`src/rtl/kscr_pkg.sv`:
```
`default_nettype none
// ----------------------------------------------------------------------------
// kscr_pkg
// Types, constants and the usage code rom shared by the keypad scan blocks.
// ----------------------------------------------------------------------------
package kscr_pkg;

   localparam int KSCR_COLS       = 7;
   localparam int KSCR_ROWS       = 5;
   localparam int KSCR_CELLS      = KSCR_COLS * KSCR_ROWS;
   localparam int KSCR_IDX_W      = $clog2(KSCR_CELLS);
   localparam int KSCR_SLOT_DEPTH = 8;
   localparam int KSCR_SLOT_W     = $clog2(KSCR_SLOT_DEPTH);
   localparam int KSCR_CODE_W     = 8;
   localparam int KSCR_TIME_W     = 32;

   // defaults for the top level parameters
   localparam int KSCR_REPORT_SLOTS_DEF = 8;
   localparam int KSCR_HOLDOFF_MS_DEF   = 500;

   // mute combination: keypad minus (column 6, row 4) and keypad dot (column 5, row 0)
   localparam logic [KSCR_IDX_W-1:0] KSCR_MINUS_IDX = KSCR_IDX_W'(6 * KSCR_ROWS + 4);
   localparam logic [KSCR_IDX_W-1:0] KSCR_DOT_IDX   = KSCR_IDX_W'(5 * KSCR_ROWS + 0);

   typedef struct packed {
      logic [KSCR_ROWS-1:0]   rows_col0;
      logic [KSCR_ROWS-1:0]   rows_col1;
      logic [KSCR_ROWS-1:0]   rows_col2;
      logic [KSCR_ROWS-1:0]   rows_col3;
      logic [KSCR_ROWS-1:0]   rows_col4;
      logic [KSCR_ROWS-1:0]   rows_col5;
      logic [KSCR_ROWS-1:0]   rows_col6;
      logic [KSCR_TIME_W-1:0] now_ms;
   } req_type;

   typedef struct packed {
      logic [KSCR_SLOT_W-1:0] slot;
      logic [KSCR_CODE_W-1:0] keycode;
      logic                   report_changed;
      logic                   key_down_edge;
      logic                   mute_on;
      logic                   last;
   } rsp_type;

   typedef struct packed {
      logic                  start;
      logic [KSCR_IDX_W-1:0] limit;
   } walk_ctrl_type;

   typedef struct packed {
      logic busy;
      logic changed;
   } walk_stat_type;

   // hid usage code for each linear position, index = column * 5 + row
   function automatic logic [KSCR_CODE_W-1:0] usage_code(input logic [KSCR_IDX_W-1:0] idx);
      logic [KSCR_CODE_W-1:0] code;
      case (idx)
         6'd0:    code = 8'h50;
         6'd1:    code = 8'h00;
         6'd2:    code = 8'h4C;
         6'd3:    code = 8'h49;
         6'd4:    code = 8'h46;
         6'd5:    code = 8'h51;
         6'd6:    code = 8'h52;
         6'd7:    code = 8'h4D;
         6'd8:    code = 8'h4A;
         6'd9:    code = 8'h47;
         6'd10:   code = 8'h4F;
         6'd11:   code = 8'h00;
         6'd12:   code = 8'h4E;
         6'd13:   code = 8'h4B;
         6'd14:   code = 8'h48;
         6'd15:   code = 8'h62;
         6'd16:   code = 8'h5F;
         6'd17:   code = 8'h5C;
         6'd18:   code = 8'h59;
         6'd19:   code = 8'h53;
         6'd20:   code = 8'h00;
         6'd21:   code = 8'h60;
         6'd22:   code = 8'h5D;
         6'd23:   code = 8'h5A;
         6'd24:   code = 8'h54;
         6'd25:   code = 8'h63;
         6'd26:   code = 8'h61;
         6'd27:   code = 8'h5E;
         6'd28:   code = 8'h5B;
         6'd29:   code = 8'h55;
         6'd30:   code = 8'h00;
         6'd31:   code = 8'h58;
         6'd32:   code = 8'h00;
         6'd33:   code = 8'h57;
         6'd34:   code = 8'h56;
         default: code = 8'h00;
      endcase
      return code;
   endfunction

endpackage
`default_nettype wire

```
`src/rtl/kscr_walker.sv`:
```
`default_nettype none
// ----------------------------------------------------------------------------
// kscr_walker
// Walks the matrix one position a cycle against the stored snapshot and
// writes changed keycodes into the report slots.
// ----------------------------------------------------------------------------
module kscr_walker #(
   parameter int REPORT_SLOTS = kscr_pkg::KSCR_REPORT_SLOTS_DEF
) (
   input  wire                                   clock,
   input  wire                                   reset,
   input  kscr_pkg::walk_ctrl_type               ctrl,
   input  wire [kscr_pkg::KSCR_CELLS-1:0]        pressed,
   input  wire [kscr_pkg::KSCR_SLOT_W-1:0]       rd_slot,
   output logic [kscr_pkg::KSCR_CODE_W-1:0]      rd_keycode,
   output logic [kscr_pkg::KSCR_CELLS-1:0]       prev_pressed,
   output kscr_pkg::walk_stat_type               stat
);
   import kscr_pkg::*;

   localparam int WPTR_W = $clog2(KSCR_SLOT_DEPTH + 1);

   logic                   active_ff;
   logic [KSCR_IDX_W-1:0]  idx_ff;
   logic [KSCR_IDX_W-1:0]  limit_ff;
   logic [WPTR_W-1:0]      wptr_ff;
   logic [WPTR_W-1:0]      wptr_in;
   logic                   changed_ff;
   logic [KSCR_CELLS-1:0]  prev_ff;
   logic [KSCR_CODE_W-1:0] slots_ff [KSCR_SLOT_DEPTH];
   logic                   diff;
   logic [KSCR_CODE_W-1:0] code;

   always_comb begin
      diff    = pressed[idx_ff] ^ prev_ff[idx_ff];
      code    = pressed[idx_ff] ? usage_code(idx_ff) : '0;
      wptr_in = wptr_ff + {{(WPTR_W-1){1'b0}}, diff};
   end

   always_ff @(posedge clock) begin
      if (reset) begin
         active_ff  <= 1'b0;
         idx_ff     <= '0;
         limit_ff   <= '0;
         wptr_ff    <= '0;
         changed_ff <= 1'b0;
         prev_ff    <= '0;
         for (int s = 0; s < KSCR_SLOT_DEPTH; s++) begin
            slots_ff[s] <= '0;
         end
      end else if (ctrl.start) begin
         active_ff  <= 1'b1;
         idx_ff     <= '0;
         limit_ff   <= ctrl.limit;
         wptr_ff    <= '0;
         changed_ff <= 1'b0;
      end else if (active_ff) begin
         // an unchanged position still clears the slot under the pointer
         slots_ff[wptr_ff[KSCR_SLOT_W-1:0]] <= diff ? code : '0;
         prev_ff[idx_ff] <= pressed[idx_ff];
         if (diff) begin
            changed_ff <= 1'b1;
         end
         wptr_ff <= wptr_in;
         idx_ff  <= idx_ff + 1'b1;
         if (idx_ff == limit_ff || wptr_in >= WPTR_W'(REPORT_SLOTS)) begin
            active_ff <= 1'b0;
         end
      end
   end

   assign rd_keycode   = slots_ff[rd_slot];
   assign prev_pressed = prev_ff;
   assign stat.busy    = active_ff;
   assign stat.changed = changed_ff;

endmodule
`default_nettype wire

```
`src/rtl/keypad_scan_change_report.sv`:
```
`default_nettype none
// ----------------------------------------------------------------------------
// keypad_scan_change_report
// Key matrix scan to keyboard report slots, with change detection and mute.
// ----------------------------------------------------------------------------
// One req_ item carries a full 7x5 scan and a millisecond time stamp. Each
// item produces REPORT_SLOTS rsp_ items, slot 0 first, with last set on the
// final one; report_changed, key_down_edge and mute_on repeat in each.
// Steps: ST_IDLE accepts the item, ST_LOAD resolves the edge, the mute
// toggle and the scan limit, then the walker compares one matrix position
// per cycle, up to scan limit + 1 positions (35 at most, fewer once
// REPORT_SLOTS changes are found), and the move to ST_EMIT hands the slots
// to the output. Results then stream one per cycle while rsp_ready is high;
// the block takes no new item until the last result is taken, and
// req_ready is low for the whole run.
// A stalled receiver simply holds the current result; nothing is lost.
// Reset (synchronous) clears the snapshot, the slots, the scan limit, the
// change flag, mute and the toggle time, and leaves the block ready.
// ----------------------------------------------------------------------------
module keypad_scan_change_report #(
   parameter int REPORT_SLOTS      = kscr_pkg::KSCR_REPORT_SLOTS_DEF,
   parameter int TOGGLE_HOLDOFF_MS = kscr_pkg::KSCR_HOLDOFF_MS_DEF
) (
   input  wire               clock,
   input  wire               reset,
   input  wire               req_valid,
   output logic              req_ready,
   input  kscr_pkg::req_type req_data,
   output logic              rsp_valid,
   input  wire               rsp_ready,
   output kscr_pkg::rsp_type rsp_data
);
   import kscr_pkg::*;

   typedef enum logic [1:0] {
      ST_IDLE,
      ST_LOAD,
      ST_WALK,
      ST_EMIT
   } state_type;

   state_type              state_ff;
   req_type                req_ff;
   logic                   mute_ff;
   logic [KSCR_TIME_W-1:0] last_toggle_ff;
   logic [KSCR_IDX_W-1:0]  scan_limit_ff;
   logic                   edge_ff;
   logic [KSCR_SLOT_W-1:0] emit_ff;

   logic [KSCR_CELLS-1:0]  raw;
   logic [KSCR_CELLS-1:0]  pressed;
   logic [KSCR_CELLS-1:0]  prev_pressed;
   logic [KSCR_IDX_W-1:0]  highest;
   logic [KSCR_IDX_W-1:0]  scan_limit_in;
   logic [KSCR_TIME_W-1:0] elapsed;
   logic                   toggle;
   logic                   edge_in;
   logic [KSCR_CODE_W-1:0] rd_keycode;
   walk_ctrl_type          walk_ctrl;
   walk_stat_type          walk_stat;

   // positions with a zero rom entry never count as pressed
   always_comb begin
      raw = {req_ff.rows_col6, req_ff.rows_col5, req_ff.rows_col4, req_ff.rows_col3,
             req_ff.rows_col2, req_ff.rows_col1, req_ff.rows_col0};
      for (int i = 0; i < KSCR_CELLS; i++) begin
         pressed[i] = raw[i] && (usage_code(KSCR_IDX_W'(i)) != '0);
      end
   end

   always_comb begin
      highest = '0;
      for (int i = 0; i < KSCR_CELLS; i++) begin
         if (pressed[i]) begin
            highest = KSCR_IDX_W'(i);
         end
      end
   end

   always_comb begin
      elapsed = req_ff.now_ms - last_toggle_ff;
      toggle  = pressed[KSCR_MINUS_IDX] && pressed[KSCR_DOT_IDX] &&
                (elapsed > KSCR_TIME_W'(TOGGLE_HOLDOFF_MS));
      edge_in = |(pressed & ~prev_pressed) && !toggle;
      scan_limit_in = (highest >= scan_limit_ff && !walk_stat.changed) ? highest
                                                                       : scan_limit_ff;
      walk_ctrl.start = (state_ff == ST_LOAD);
      walk_ctrl.limit = scan_limit_in;
   end

   kscr_walker #(
      .REPORT_SLOTS (REPORT_SLOTS)
   ) u_walker (
      .clock        (clock),
      .reset        (reset),
      .ctrl         (walk_ctrl),
      .pressed      (pressed),
      .rd_slot      (emit_ff),
      .rd_keycode   (rd_keycode),
      .prev_pressed (prev_pressed),
      .stat         (walk_stat)
   );

   always_ff @(posedge clock) begin
      if (reset) begin
         state_ff       <= ST_IDLE;
         mute_ff        <= 1'b0;
         last_toggle_ff <= '0;
         scan_limit_ff  <= '0;
         edge_ff        <= 1'b0;
         emit_ff        <= '0;
      end else begin
         case (state_ff)
            ST_IDLE: begin
               if (req_valid) begin
                  state_ff <= ST_LOAD;
               end
            end
            ST_LOAD: begin
               edge_ff       <= edge_in;
               scan_limit_ff <= scan_limit_in;
               if (toggle) begin
                  mute_ff        <= !mute_ff;
                  last_toggle_ff <= req_ff.now_ms;
               end
               state_ff <= ST_WALK;
            end
            ST_WALK: begin
               if (!walk_stat.busy) begin
                  emit_ff  <= '0;
                  state_ff <= ST_EMIT;
               end
            end
            ST_EMIT: begin
               if (rsp_ready) begin
                  emit_ff <= emit_ff + 1'b1;
                  if (emit_ff == KSCR_SLOT_W'(REPORT_SLOTS - 1)) begin
                     state_ff <= ST_IDLE;
                  end
               end
            end
            default: begin
               state_ff <= ST_IDLE;
            end
         endcase
      end
   end

   always_ff @(posedge clock) begin
      if (req_valid && req_ready) begin
         req_ff <= req_data;
      end
   end

   assign req_ready = (state_ff == ST_IDLE);
   assign rsp_valid = (state_ff == ST_EMIT);

   always_comb begin
      rsp_data.slot           = emit_ff;
      rsp_data.keycode        = rd_keycode;
      rsp_data.report_changed = walk_stat.changed;
      rsp_data.key_down_edge  = edge_ff;
      rsp_data.mute_on        = mute_ff;
      rsp_data.last           = (emit_ff == KSCR_SLOT_W'(REPORT_SLOTS - 1));
   end

endmodule
`default_nettype wire
```
`config.mk`:
```
export PLATFORM = sky130hd
export DESIGN_NAME = keypad_scan_change_report
export DESIGN_NICKNAME = d
export VERILOG_FILES = /design/src/rtl/kscr_pkg.sv /design/src/rtl/kscr_walker.sv /design/src/rtl/keypad_scan_change_report.sv
export SDC_FILE = /design/constraint.sdc
export NUM_CORES = 1
export LEC_CHECK = 0
export BUFFER_PORTS_ARGS = -buffer_cell sky130_fd_sc_hd__buf_2
export CAP_MARGIN = 0
export CORE_UTILIZATION = 65
export DETAILED_ROUTE_END_ITERATION = 8
export GPL_ROUTABILITY_DRIVEN = 0
export GPL_TIMING_DRIVEN = 0
export HOLD_SLACK_MARGIN = 0.06
export PLACE_DENSITY = 0.85
export SYNTH_ARGS = -nofsm -noshare
export SYNTH_HDL_FRONTEND = slang
export SYNTH_SLANG_ARGS = --single-unit
```
`constraint.sdc`:
```
create_clock -name clock -period 8.3 [get_ports clock]
set_input_delay 0.83 -clock clock [delete_from_list [all_inputs] [get_ports clock]]
set_output_delay 0.83 -clock clock [all_outputs]
set_load 0.1 [all_outputs]
```
# After elaboration in Yosys (flattened, before gate mapping)
# Memories as Yosys holds them, arrays and structs flattened. A register that Yosys moved wholly into a read port is not among the register bits.
# Index checks and enable logic that the tools add are counted.
[classes]
addsub = 4
multipliers = 0
n_div = 0
n_lt_le_gt_ge = 5
n_eq_ne = 9
shift = 0
n_mux = 63
n_bitwise = 4
n_reduce_logical = 21
[ops]
columns = ["cell", "count"]
rows = [
  ["$mux W5", 14],
  ["$and A35 B35 Y35", 1],
  ["$bwmux W35", 1],
  ["$not A35 Y35", 1],
  ["$reduce_or A35 Y1", 1],
  ["$gt A32 B9 Y1 const B", 1],
  ["$sub A32 B32 Y32", 1],
  ["$mux W6", 5],
  ["$mux W4", 7],
  ["$mux W3", 9],
  ["$mux W8", 3],
  ["$mux W1", 13],
  ["$bmux W1 S6", 2],
  ["$mux W2", 6],
  ["$pmux W2 S4", 1],
  ["$reduce_and A2 Y1", 4],
  ["$reduce_or A8 Y1", 1],
  ["$lt A6 B7 Y1 const B", 1],
  ["$add A6 B1 Y6 const B", 1],
  ["$demux W1 S6", 1],
  ["$eq A6 B6 Y1", 1],
  ["$ge A6 B1 Y1 const B", 1],
  ["$ge A6 B6 Y1", 1],
  ["$logic_and A1 B1 Y1", 6],
  ["18 further kinds", 23],
]
[totals]
register_bits = 159
latchBits = 0
mem_bits_rw = 64
rom_bits = 448
input_bits = 71
elab_cells = 127
mem_count = 2
[memory_table]
columns = ["name", "depth", "word_bits", "rd", "rd_clocked_by_memory_dff", "write_ports", "line", "rtl"]
rows = [
  ["(no name shown)", 64, 7, 1, 1, 0, "kscr_pkg.sv:58", "case (idx)"],
  ["u_walker.slots_ff", 8, 8, 1, 1, 8, "kscr_walker.sv:30", "logic [KSCR_CODE_W-1:0] slots_ff [KSCR_SLOT_DEPTH];"],
]

# Longest topological paths before layout
[depth]
depth_word = 32
mapped_depth = 20
mapped_depth_nobuf = 20

# Hierarchy
# A second synthesis with hierarchy kept.
[unflattened]
hier_cells = 1284
area_unflattened_um2 = 12942.4
[by_module_without_submodules]
columns = ["module", "n_inst", "cells_each", "area_per_inst_um2"]
rows = [
  ["keypad_scan_change_report", 1, 696, 6643.9],
  ["kscr_walker", 1, 588, 6298.5],
]

# Least setup slack after synthesis
# Ideal clock, no wire load.
[synth_path]
path_type = "flip-flop to flip-flop"
from = "register req_ff, in the netlist pressed[4]"
to = "register u_walker.limit_ff[0]"
setup_time_ns = 0.065
t_arrival_ns = 3.476
required_time_ns = 8.235
setup_slack_ns = 4.759
path_stages_with_launch = 19
path_buffers = 0
period_less_slack_ns = 3.541
cell_sequence = "edfxtp_1 o31ai_1 a21oi_1 o311ai_0 a211oi_1 o21ai_0 a211oi_1 o31a_1 o21ai_0 ha_1 a21o_1 a21oi_1 nor2b_1 o21ai_0 nand2b_1 a21oi_1 nor3b_1 mux2_2 nor2_1"
[synth_via]
elab_chain_cells = 30
elab_cells_between_ends = 31
[synth_rtl]
columns = ["element", "line", "rtl"]
rows = [
  ["start: declaration", "keypad_scan_change_report.sv:43", "req_type req_ff;"],
  ["start signal: assignment", "keypad_scan_change_report.sv:151", "req_ff <= req_data;"],
  ["$mux W3 (4 in series)", "keypad_scan_change_report.sv:74", "if (pressed[i]) begin"],
  ["$mux W4 (7 in series)", "keypad_scan_change_report.sv:74", ""],
  ["$mux W5 (14 in series)", "keypad_scan_change_report.sv:74", ""],
  ["$mux W6 (2 in series)", "keypad_scan_change_report.sv:74", ""],
  ["via highest[1]", "keypad_scan_change_report.sv:53", "logic [KSCR_IDX_W-1:0] highest;"],
  ["$ge A6 B6 Y1", "keypad_scan_change_report.sv:85", "scan_limit_in = (highest >= scan_limit_ff && !walk_stat.changed) ? highest"],
  ["$logic_and A1 B1 Y1", "keypad_scan_change_report.sv:85", ""],
  ["$reduce_and A2 Y1 (no line)", "-", ""],
  ["end signal: assignment", "kscr_walker.sv:54", "limit_ff <= ctrl.limit;"],
  ["end: declaration", "kscr_walker.sv:25", "logic [KSCR_IDX_W-1:0] limit_ff;"],
]
# The timed path passes the listed nets, and every way through them passes these cells. The select of a mux whose other input is x is not followed.
# A chain may end at the register's enable or synchronous reset.

# Final worst setup path
[layout_path]
from = "register req_ff, in the netlist pressed[3]"
to = "register u_walker.limit_ff[0]"
[layout_via]
elab_chain_cells = 31
elab_cells_between_ends = 32
[layout_rtl]
columns = ["element", "line"]
rows = [
  ["$mux W2", "keypad_scan_change_report.sv:74"],
  ["$mux W3 (4 in series)", "keypad_scan_change_report.sv:74"],
  ["$mux W4 (7 in series)", "keypad_scan_change_report.sv:74"],
  ["$mux W5 (14 in series)", "keypad_scan_change_report.sv:74"],
  ["$mux W6 (2 in series)", "keypad_scan_change_report.sv:74"],
  ["via highest[1]", "keypad_scan_change_report.sv:53"],
  ["$ge A6 B6 Y1", "keypad_scan_change_report.sv:85"],
  ["$logic_and A1 B1 Y1", "keypad_scan_change_report.sv:85"],
  ["$reduce_and A2 Y1 (no line)", "-"],
]
# The timed path passes the listed nets, and every way through them passes these cells. The select of a mux whose other input is x is not followed.

==> impl_metrics.ini <==
[outcome]
status = finished, final reports clean

[finish]
drive_gt1_share_pct = 12.7
area.growth.synth_to_final_pct = 12.1
fin_nets = 1499
diodes = 0
final_cells = 1619

[timing]
min_period_ps = 4170
rsz0062_at_grt = no
tns_ps = 0
finalCritPeriodShare_pct = 50.2
finalSetupViolations = 0
relSlewSlack_pct = 26.4
worst_pin_slew_ps = 1100
finClkSkew_ps = 11.5
holdWs_ps = 466
drv_slew = 0
finalHoldViolCount = 0
fmax_mhz = 240

[global_routing]
antenna_found_initial = 0
grt_first_pass_wirelength_um = 48000
grt-ovfl-total = 0
grt_pass1_vias = 9469
grt_max_degree = 41
grt_use_total_pct = 31.3

[logic_synthesis]
synth.area.top_cells = edfxtp_1 29%, dfxtp_1 17%, ha_1 5.4%
synth_compound_area_share_pct = 14.5
synth_top_family_by_area = simple AND/OR/NAND/NOR gates
synth.area.mux_share_pct = 8.92
synthCells = 1267
syn_area_um2 = 12300
async_reset_ff_share_pct = 0
ys.flop_type = edfxtp_1
synth-seq-cells = 220
synth-adder-area-share_pct = 5.58
synthSimpleGateAreaFrac_pct = 17.8
synth.top_cell.area_share_pct = 28.9
synth_nets = 1392
yosys.area.top_type = edfxtp_1
synth.yosys.warnings = 0
synth_area_per_cell_um2 = 9.67
synth-xor-area-share_pct = 2.50
synth_cell_types = 79
synth_edf_count = 118
seq_area_frac_synth_pct = 45.6

[clock_network]
htree_levels = 1
postCtsHoldBufs = 0
cts.clk_slew.worst_paths_ps = 60
cts_made_buffers = 23
cts_setup_buffers = 0
ctsRootBufferMaster = clkbuf_16
cts.sinks = 220
cts_buffer_depth = 3
insertion_delay_ps = 510
cts.repair.resized = 0
cts_tree = done

[worst_setup_path]
crit_arrival_ps = 4610
worstSetupPathType = flop to flop
cp-end-kind = flop
critical_path_required_ps = 8740
crit_path_start_kind = flop
crit_fanout = 6
r2r_slack_ps = 4130

[placement]
place_inst = 1578
dpl.hpwl_um = 21700
portBuffers = 81

[drt]
ant_nets = 0
vias = 10100
via_per_inst = 6.22
routed_wirelength_um = 30100
drt_iter0_drc = 1087
drc = 0
wl_per_cell_um = 18.6
first_pass_iters = 7

[floorplan]
core_area_um2 = 18200
dieArea_um2 = 19400
start_util_pct = 67.3
fp.dieH_um = 139
ioPinCount = 88
die_w_um = 139
rows = 49

[power]
leakage_nw = 5.00
ir_drop_v = 0.000205
power.density_nw_per_um2 = 261

[worst_hold_path]
hp-class = flop to flop

[run]
drv_cap = 0
-- routing by layer --
| metal | wire (um) | track usage (%) |
|---|---|---|
| met1 | 12100 | 41.0 |
| met2 | 14000 | 51.4 |
| met3 | 2910 | 5.95 |
| met4 | 1170 | 12.3 |
| met5 | 0 | 0 |
-- cell usage in the layout, fill, tap and decap left out, drive strengths merged, types with 14 or more instances in the layout --
cell type  synthesis  layout
xnor2             14      14
nor2b             15      15
nand3             22      22
dfxtp            102     102
clkbuf            54      83
ha                53      53
o21ai             44      44
nand2b            82      82
nand2             94      94
mux2              17      17
edfxtp           118     118
inv               84      84
buf               15      97
xor2              21      21
a211oi            20      20
nor3              16      16
nor2             160     160
mux2i             54      54
a21o              14      14
a21oi             86      86
mux4              16      16
-- synth_stat cells (6+ instances only) --
master	n
nor2_1	160
edfxtp_1	118
dfxtp_1	102
nand2_1	94
a21oi_1	84
inv_1	84
nand2b_1	82
clkbuf_1	54
mux2i_1	54
ha_1	53
o21ai_0	38
nand3_1	22
xor2_1	21
a211oi_1	20
mux2_2	16
mux4_2	16
nor3_1	16
nor2b_1	15
a21o_1	14
xnor2_1	14
a221oi_1	10
nor4_1	10
o22ai_1	10
a22oi_1	9
and2_1	9
o211ai_1	9
nand4_1	8
nor3b_1	8
a311oi_1	6
o21a_1	6
o21ai_1	6
-- per-stage QoR --
step | cell area (um^2) | power (mW) | worst slack, ps | util [%]
5_1_grt | 13700 | 3.74 | 3680 | 75.4
3_3_place_gp | 12900 | 2.49 | 4220 | 71.1
2_1_floorplan | 12300 | 2.26 | 4760 | -
6_report | 13700 | 3.58 | 4130 | 75.4
4_1_cts | 13700 | 3.57 | 4110 | 75.4
3_5_place_dp | 13000 | 2.54 | 4150 | 71.2
-- flip-flops by register name, summed over array words and instances (netlist names), 2 cells and up, named ones only --
| register | flops |
|---|---|
| pressed | 30 |
| u_walker.limit_ff | 6 |
| state_ff | 2 |
| u_walker.slots_ff | 56 |
| emit_ff | 3 |
| u_walker.wptr_ff | 4 |
| u_walker.prev_pressed | 35 |
| req_ff | 32 |
| u_walker.idx_ff | 6 |
| last_toggle_ff | 32 |
-- kinds of logic (layout without fill, tap and decap cells) --
logic type | after synthesis | count (layout)
compound gates | 268 | 268
fa+ha+maj | 54 | 54
other cells | 1 | 1
flops | 220 | 220
mux | 87 | 87
buf+inv | 153 | 276
simple gates | 449 | 449
xor+xnor | 35 | 35
-- path summary, 6_finish.rpt --
path | to | start | cells past startpoint
setup / recovery | u_walker.limit_ff[0] | pressed[3] | 19
hold / removal | u_walker.prev_pressed[32] | u_walker.prev_pressed[32] | 2
setup reg to reg | u_walker.limit_ff[0] | pressed[3] | 19
hold reg to reg | u_walker.prev_pressed[32] | u_walker.prev_pressed[32] | 2
-- where the power goes --
part	leakage (nW)	switching [mW]	internal, mW
sequential	1.99	0.102	1.29
clock	0.378	0.424	0.612
combinational	2.64	0.736	0.415
total	5.00	1.26	2.32
-- cell type report --
class / count / area, um^2
multi-input combinational: 894 / 6040
sequential: 220 / 5590
fill: 1232 / 4480
clock buffer: 29 / 642
timing repair buffer: 82 / 425
inverter: 84 / 315
buffer: 69 / 313
tap: 229 / 287
clock inverter: 12 / 125
-- critical path, stage by stage (launching register included) --
cell and delay, ps:
edfxtp_1 460, nor2_1 80, o31ai_1 210, a21oi_1 100, o311ai_0 330, a211oi_1 130, o21ai_0 160, a211oi_1 100
o31a_1 240, o21ai_0 240, ha_1 200, a21o_1 80, a21oi_1 60, nor2b_1 100, o21ai_0 90, nand2b_1 90
a21oi_1 60, nor3b_1 870, mux2_2 420, nor2_1 80
No activity file was read; power rests on OpenSTA's default activity.
